===== config.mk =====
export PLATFORM = sky130hd
export DESIGN_NAME = prefix_length_integer_decoder
export DESIGN_NICKNAME = d
export VERILOG_FILES = /design/src/pli_pkg.sv /design/src/prefix_length_integer_decoder.sv
export VERILOG_INCLUDE_DIRS = /design/src /design/src/src
export SDC_FILE = /design/constraint.sdc
export NUM_CORES = 1
export LEC_CHECK = 0
export BUFFER_PORTS_ARGS = -buffer_cell sky130_fd_sc_hd__buf_2
export CORE_MARGIN = 4
export CORE_UTILIZATION = 31
export DETAILED_ROUTE_END_ITERATION = 8
export PLACE_DENSITY = 0.55
export SKIP_CTS_REPAIR_TIMING = 1
export SLEW_MARGIN = 20
export SYNTH_ARGS = -nofsm -noshare
export SYNTH_HDL_FRONTEND = slang
export SYNTH_SLANG_ARGS = --single-unit

===== constraint.sdc =====
create_clock -name clk -period 3.3 [get_ports clk]
set_clock_uncertainty 0.1 [all_clocks]
set_input_delay 0.165 -clock clk [delete_from_list [all_inputs] [get_ports clk]]
set_output_delay 0.165 -clock clk [all_outputs]
set_load 0.05 [all_outputs]

===== src/assert_macros.svh =====
// Assertion macros shared by the decoder RTL.
`ifndef ASSERT_MACROS_SVH
`define ASSERT_MACROS_SVH

`ifndef SYNTHESIS

// Same-cycle implication, disabled while reset is asserted.
`define ASSERT_IMP(lbl, clk, rstn, ante, cons) \
	lbl: assert property (@(posedge clk) disable iff (!(rstn)) (ante) |-> (cons)) \
	else $error("assertion failed: ante -> cons");

// Next-cycle implication, disabled while reset is asserted.
`define ASSERT_NXT(lbl, clk, rstn, ante, cons) \
	lbl: assert property (@(posedge clk) disable iff (!(rstn)) (ante) |=> (cons)) \
	else $error("assertion failed: ante => cons");

`else

`define ASSERT_IMP(lbl, clk, rstn, ante, cons)
`define ASSERT_NXT(lbl, clk, rstn, ante, cons)

`endif

`endif


===== src/pli_pkg.sv =====
// Types and constants for the prefix-length integer decoder.
package pli_pkg;

	localparam logic [1:0] MODE_SIGNED   = 2'd0;
	localparam logic [1:0] MODE_UNSIGNED = 2'd1;
	localparam logic [1:0] MODE_FIXED    = 2'd2;
	localparam logic [1:0] MODE_SKIP     = 2'd3;

	localparam logic [1:0] PFX_FOUR = 2'b11;
	localparam logic [1:0] PFX_TWO  = 2'b10;

	localparam logic [31:0] EXT_FOUR = 32'hC000_0000;
	localparam logic [31:0] EXT_TWO  = 32'hFFFF_C000;
	localparam logic [31:0] EXT_ONE  = 32'hFFFF_FF80;

	localparam logic [2:0] LEN_ONE  = 3'd1;
	localparam logic [2:0] LEN_TWO  = 3'd2;
	localparam logic [2:0] LEN_FOUR = 3'd4;

	typedef struct packed {
		logic [1:0] mode;
		logic [7:0] data_byte;
	} pli_in_t;

	typedef struct packed {
		logic [31:0] value;
		logic [2:0]  byte_count;
	} pli_out_t;

endpackage


===== src/prefix_length_integer_decoder.sv =====
// Prefix-length integer decoder: byte stream in, decoded 32-bit words out.
//
// Usage:
//   src channel (src_valid/src_ready/src_data) carries one stream byte per
//   transfer plus a mode, which is looked at only on the first byte of a datum.
//   dst channel (dst_valid/dst_ready/dst_data) carries one decoded word and
//   its byte count per completed datum; skip-mode data produce nothing.
//   Throughput is one byte per cycle. A byte is captured into an input
//   register, decoded by single-pass logic against the datum state, and a
//   completed word lands in the result register, which drives dst_valid
//   and dst_data once the last byte of a datum has left the input register.
//   When the receiver stalls, the result register holds its word and bytes
//   that do not complete a datum keep flowing; only a byte that completes
//   a datum waits in the input register, and src_ready drops once that
//   register is full and blocked.
//   Reset (arst_n low) clears the datum state, both valid flags, and drops
//   any partially received datum; the next byte is treated as a first byte.
`include "assert_macros.svh"

module prefix_length_integer_decoder (
	input  logic            clk,
	input  logic            arst_n,
	input  logic            src_valid,
	output logic            src_ready,
	input  pli_pkg::pli_in_t  src_data,
	output logic            dst_valid,
	input  logic            dst_ready,
	output pli_pkg::pli_out_t dst_data
);
	import pli_pkg::*;

	// input register
	logic        valid_s1;
	pli_in_t     item_s1;

	// datum state
	logic        busy_q;
	logic [1:0]  bytes_left_q;
	logic [1:0]  mode_q;
	logic [31:0] acc_q;
	logic        neg_q;
	logic [2:0]  total_q;

	// result register
	logic        out_valid_q;
	pli_out_t    out_q;

	logic        busy_n;
	logic [1:0]  bytes_left_n;
	logic [1:0]  mode_n;
	logic [31:0] acc_n;
	logic        neg_n;
	logic [2:0]  total_n;
	logic        emit;
	logic        advance;
	logic [31:0] ext_mask;
	logic [7:0]  b;
	logic        count_legal;

	assign b = item_s1.data_byte;

	always_comb begin
		mode_n  = mode_q;
		neg_n   = neg_q;
		total_n = total_q;
		acc_n   = {acc_q[23:0], b};
		bytes_left_n = bytes_left_q - 2'd1;
		if (!busy_q) begin
			mode_n = item_s1.mode;
			neg_n  = 1'b0;
			if (item_s1.mode == MODE_FIXED) begin
				total_n = LEN_FOUR;
				acc_n   = {24'd0, b};
			end else if (b[7:6] == PFX_FOUR) begin
				total_n = LEN_FOUR;
				acc_n   = {26'd0, b[5:0]};
				neg_n   = (item_s1.mode == MODE_SIGNED) && b[5];
			end else if (b[7:6] == PFX_TWO) begin
				total_n = LEN_TWO;
				acc_n   = {26'd0, b[5:0]};
				neg_n   = (item_s1.mode == MODE_SIGNED) && b[5];
			end else begin
				total_n = LEN_ONE;
				acc_n   = {25'd0, b[6:0]};
				neg_n   = (item_s1.mode == MODE_SIGNED) && b[6];
			end
			bytes_left_n = total_n[1:0] - 2'd1;
		end
		busy_n = (bytes_left_n != 2'd0);
		emit   = valid_s1 && !busy_n && (mode_n != MODE_SKIP);
	end

	always_comb begin
		case (total_n)
			LEN_FOUR: ext_mask = EXT_FOUR;
			LEN_TWO:  ext_mask = EXT_TWO;
			default:  ext_mask = EXT_ONE;
		endcase
		if (!(mode_n == MODE_SIGNED && neg_n))
			ext_mask = '0;
	end

	// a completing byte needs a free (or draining) result slot
	assign advance   = valid_s1 && (!emit || !out_valid_q || dst_ready);
	assign src_ready = !valid_s1 || advance;

	always_ff @(posedge clk or negedge arst_n) begin
		if (!arst_n) begin
			valid_s1 <= 1'b0;
		end else if (src_ready) begin
			valid_s1 <= src_valid;
		end
	end

	always_ff @(posedge clk) begin
		if (src_valid && src_ready)
			item_s1 <= src_data;
	end

	always_ff @(posedge clk or negedge arst_n) begin
		if (!arst_n) begin
			busy_q       <= 1'b0;
			bytes_left_q <= 2'd0;
			mode_q       <= MODE_SIGNED;
			acc_q        <= '0;
			neg_q        <= 1'b0;
			total_q      <= 3'd0;
		end else if (advance) begin
			busy_q       <= busy_n;
			bytes_left_q <= bytes_left_n;
			mode_q       <= mode_n;
			acc_q        <= acc_n;
			neg_q        <= neg_n;
			total_q      <= total_n;
		end
	end

	always_ff @(posedge clk or negedge arst_n) begin
		if (!arst_n) begin
			out_valid_q <= 1'b0;
		end else if (advance && emit) begin
			out_valid_q <= 1'b1;
		end else if (dst_ready) begin
			out_valid_q <= 1'b0;
		end
	end

	always_ff @(posedge clk) begin
		if (advance && emit) begin
			out_q.value      <= acc_n | ext_mask;
			out_q.byte_count <= total_n;
		end
	end

	assign dst_valid = out_valid_q;
	assign dst_data  = out_q;

	assign count_legal = (dst_data.byte_count == LEN_ONE) || (dst_data.byte_count == LEN_TWO)
		|| (dst_data.byte_count == LEN_FOUR);

	`ASSERT_IMP(a_busy_has_left, clk, arst_n, busy_q, bytes_left_q != 2'd0)
	`ASSERT_IMP(a_fixed_len, clk, arst_n, busy_q && mode_q == MODE_FIXED, total_q == LEN_FOUR)
	`ASSERT_NXT(a_emit_lands, clk, arst_n, advance && emit, dst_valid)
	`ASSERT_IMP(a_count_legal, clk, arst_n, dst_valid, count_legal)

endmodule


* Yosys cells after proc, flatten, opt, wreduce, memory -nomap -nowiden
Index checks and enable logic that the tools add are counted. W data, S select, Z words.
Operators by class: reduce and logical (&&, ||, !) cells 19, bitwise operators 1, $add $sub $neg 2, equality and inequality tests 6, muxes and demuxes 19
Operators by type and width (number):
- $mux W32 | 2
- $pmux W30 S2 | 1
- $or A32 B32 Y32 | 1
- $mux W7 | 2
- $mux W3 | 4
- $logic_and A1 B1 Y1 | 8
- $mux W8 | 1
- $eq A2 B2 Y1 const B | 3
- $mux W1 | 6
- $mux W2 | 3
- $logic_not A1 Y1 | 4
- $logic_not A2 Y1 | 2
- $reduce_bool A2 Y1 | 2
- $sub A2 B1 Y2 const B | 2
- $eq A3 B2 Y1 const B | 1
- $eq A3 B3 Y1 const B | 1
- $logic_or A1 B1 Y1 | 3
- $ne A2 B2 Y1 const B | 1
Storage, ports and cells: input port bits 14, output and inout bits 37, flip-flop bits (word level) 80

* Depth between registers and ports, before layout
depth in word-level cells 17, depth in mapped cells 10

* Least setup slack after synthesis
Ideal clock, no wire load.
path type reg-to-reg, start point reg busy_q, end point reg out_q (netlist bit dst_data[0]), enable pin, setup slack -0.026 ns, arrival time 2.799 ns, cell stages (with the launch flop) 7, path through dfrtp_1 > buf_6 > clkbuf_1 > o2bb2a_1 > ha_1 > nand3_1 > nor2_1
Between the ends: word-level cells in the longest chain between the ends 10
Ends and longest elaborated chain:
- start: declaration | line prefix_length_integer_decoder.sv:37 | logic busy_q;
- start signal: assignment | line prefix_length_integer_decoder.sv:129 | busy_q <= busy_n;
- $mux W2 | line prefix_length_integer_decoder.sv:68 | if (!busy_q) begin
- $reduce_bool A2 Y1 | line prefix_length_integer_decoder.sv:89 | busy_n = (bytes_left_n != 2'd0);
- $logic_not A1 Y1 | line prefix_length_integer_decoder.sv:90 | emit = valid_s1 && !busy_n && (mode_n != MODE_SKIP);
- $logic_and A1 B1 Y1 | line prefix_length_integer_decoder.sv:90
- $logic_and A1 B1 Y1 (*) | line prefix_length_integer_decoder.sv:90
- $logic_not A1 Y1 | line prefix_length_integer_decoder.sv:104 | assign advance = valid_s1 && (!emit || !out_valid_q || dst_ready);
- $logic_or A1 B1 Y1 (2 in a row) | line prefix_length_integer_decoder.sv:104
- $logic_and A1 B1 Y1 | line prefix_length_integer_decoder.sv:104
- $logic_and A1 B1 Y1 (*) | line prefix_length_integer_decoder.sv:149 | if (advance && emit) begin
- end: declaration | line prefix_length_integer_decoder.sv:46 | pli_out_t out_q;
Mark *: on every way between the ends. The rest lies on a longest branch, timed or not. A chain may end at the register's enable or synchronous reset.

* Worst setup path in the final report
start point reg busy_q, end point reg acc_q[3]
Between the ends: word-level cells in the longest chain between the ends 9
Ends and longest elaborated chain:
- $mux W2 | line prefix_length_integer_decoder.sv:68
- $reduce_bool A2 Y1 | line prefix_length_integer_decoder.sv:89
- $logic_not A1 Y1 | line prefix_length_integer_decoder.sv:90
- $logic_and A1 B1 Y1 (2 in a row) | line prefix_length_integer_decoder.sv:90
- $logic_not A1 Y1 | line prefix_length_integer_decoder.sv:104
- $logic_or A1 B1 Y1 (2 in a row) | line prefix_length_integer_decoder.sv:104
- $logic_and A1 B1 Y1 | line prefix_length_integer_decoder.sv:104
- end signal: assignment | line prefix_length_integer_decoder.sv:132 | acc_q <= acc_n;
- end: declaration | line prefix_length_integer_decoder.sv:40 | logic [31:0] acc_q;
Parallel ways exist; a longest one is shown, timed or not.

==> qor.txt <==
outcome - completed
Synth Area in Adders - 0.00394
drt initial violations - 102
Peak Freq - 0.351 GHz
PwrDens - 879 nW/um2
Core Rows - 36
Synth Area in Compound Gates - 0.163
fraction of registers with async set/reset - 0.438
Comb pwr share - 0.310
Placeable Area - 9860 um2
layout cells sized above 1 - 0.281
worst reg2reg path startpoint - busy_q
worst min-delay path class - in2reg
Final Setup Violations - 0
via-per-instance ratio - 4.57
Post-synth EDFFs - 45
crit-path cells - buf_4 -> nand2_1 -> nand2_1 -> ha_1 -> nand3b_2 -> o31ai_4 -> buf_4 -> mux2_1
VDD IR-drop max - 0.260 mV
Final Slew Violations - 0
Seq pwr share - 0.440
CTS Sinks - 80
synth warn - 0
1st-pass router iterations - 4
pre-CTS WS - 0.464 ns
worst-path maximum fanout - 29
Max Root-Sink Buffers - 2
crit end category - register
Die Y - 109 um
Crit path arrival time - 2.97 ns
area grow syn2layout - 23.9%
Synth Net Count - 222
XOR/XNOR Fraction of Synth Area - 0.00276
slowest cell delay on critical path - 0.51 ns
RSZ-0062 raised after global routing - no
CP Class - reg2reg
GRT overflow - 0
Mapped Avg Cell Area - 15.4 um2
HP Start - dst_ready
number of top-level pins - 51
largest net degree at the start of global routing - 36
Starting Density - 0.322
Max stage delay cell, worst path - dfrtp_1
simple-gate area share of the yosys netlist - 0.0654
Slew @ Worst Pin - 0.789 ns
CP startpoint - busy_q
CP required - 3.42 ns
maxcap violations - 0
Num CTS Buffers - 9
largest family of logic cells by synthesized area - compound AO/OA/AOI/OAI gates
final setup margin - 0.452 ns
GRT Total Usage - 0.112
Switching Power - 1.22 mW
clk_lat worst skew - 0.34 ns
P_int - 2.24 mW
antenna fix cells - 0
root buf cell - clkbuf_8
max-slew headroom at the worst pin - 0.474
IO buf count - 50
Nets - 289
initial antenna violation count - 0
first-pass GRT wire length - 9980 um
switching power share of the total - 0.353
clk slew on worst S/H paths - 0.07 ns
most common cell after layout, fill and taps aside - buf_2
final hold violations - 0
Syn Std Cell Area - 3180 um2
clock share of power - 0.250
post-synthesis mux area share - 0.0402
via count - 1878
ANT nets after route - 0
crit path time final - 2.85 ns
critical path startpoint category - register
DR WL/cell - 14.7 um
commonest non-fill, non-tap cells in the layout - buf_2, edfxtp_1, dfrtp_1, a21o_1, nand2_1
static leakage - 1.77 nW
Detailed Route WL - 6040 um
number of global-route vias before repair - 1898
CTS tree - yes
Post-Syn Instances - 207
number of remaining DRC errors - 0
Distinct cells, synth - 43
die width - 109 um
post-synthesis sequential area ratio - 0.701
crit share post-route - 0.863
Final GP Congestion - 0.786
HPWL Detailed - 4140 um
synthesis-stage register bit count - 80
depth of the CTS H-tree - 3
dominant synthesized flop cell - edfxtp_1
Die ar. - 11900 um2
total negative setup slack - 0 ns
-- per-layer routing --
metal / global-route usage / up-vias / wire, um
met1: 0.156 / 912 / 2890
met2: 0.161 / 47 / 2790
met5: 0 / - / 0
li1: - / 911 / -
met3: 0.0225 / 8 / 232
met4: 0.0623 / 0 / 128
-- critical path: cells and delay by family, from the launching register on --
family / cells / cell delay [ns]
flip-flops: 1 / 0.51
adder cells (fa/ha/maj): 1 / 0.30
buffers and inverters: 2 / 0.73
AO/OA/AOI/OAI: 1 / 0.33
AND/OR/NAND/NOR: 3 / 0.39
multiplexers: 1 / 0.35
-- state kept, by name, summed over array words and instances (netlist names) --
signal,cells
item_s1,2
b,8
mode_q,2
dst_data,35
busy_q,1
bytes_left_q,2
total_q,3
dst_valid,1
neg_q,1
valid_s1,1
acc_q,24
-- stage by stage --
stage | power, mW | cells | instance area (um2) | hold WS [ns] | utilization
final | 3.46 | 411 | 3940 | 0.229 | 0.399
after global routing | 3.66 | 411 | 3940 | 0.259 | 0.399
after CTS | 3.49 | 399 | 3820 | -0.182 | 0.387
after detailed placement | 2.62 | 384 | 3570 | 0.205 | 0.362
after global placement | 2.61 | 384 | 3570 | 0.199 | 0.362
after floorplan | 2.36 | 207 | 3180 | -0.231 | -
-- cell usage after synthesis, drive strengths merged, types with 2 or more instances --
cell type	count	area, um2
buf	6	51.3
a21o	22	165
dfrtp	35	876
nand3	3	15.0
o21a	2	15.0
a21oi	4	35.0
o31ai	3	36.3
edfxtp	45	1350
inv	4	15.0
a22o	17	149
nand2	20	75.1
o21ai	4	20.0
nor2	3	11.3
mux2	11	128
nand2b	4	25.0
clkbuf	3	11.3
a31oi	2	27.5
nand4	2	12.5
-- final cells by class --
cell class,instances,area [um2]
clock buffers,10,138
clock inverters,5,104
fillers,947,5930
inverters,4,15.0
multi-input cells,114,881
flip-flops and latches,80,2230
well taps,133,166
repair buffers,65,405
-- cells by family after synthesis --
logic type | count (synthesis)
DFF | 80
AOI/OAI and AO/OA | 60
and+or+nand+nor | 41
buffers and inverters | 13
muxes | 11
xor gates and xnor gates | 1
adders and majority gates | 1
-- power by group through the flow --
stage               Clock, mW  Combinational (mW)  Sequential [mW]
detailed placement          0                1.07             1.55
global route            0.925                1.17             1.56
global placement            0                1.07             1.54
finish                  0.864                1.07             1.52
CTS                     0.886                1.08             1.53
floorplan                   0               0.541             1.82
-- final timing paths --
kind | endpoint | slack, ns | cells past startpoint
max | acc_q[3] | 0.45 | 8
min | mode_q[0] | 0.23 | 4
max reg2reg | acc_q[3] | 0.45 | 8
min reg2reg | dst_data[4] | 0.36 | 0
max in group asynchronous | neg_q | 2.26 | 2
min in group asynchronous | valid_s1 | 0.34 | 2
(Power assumes the default switching activity.)
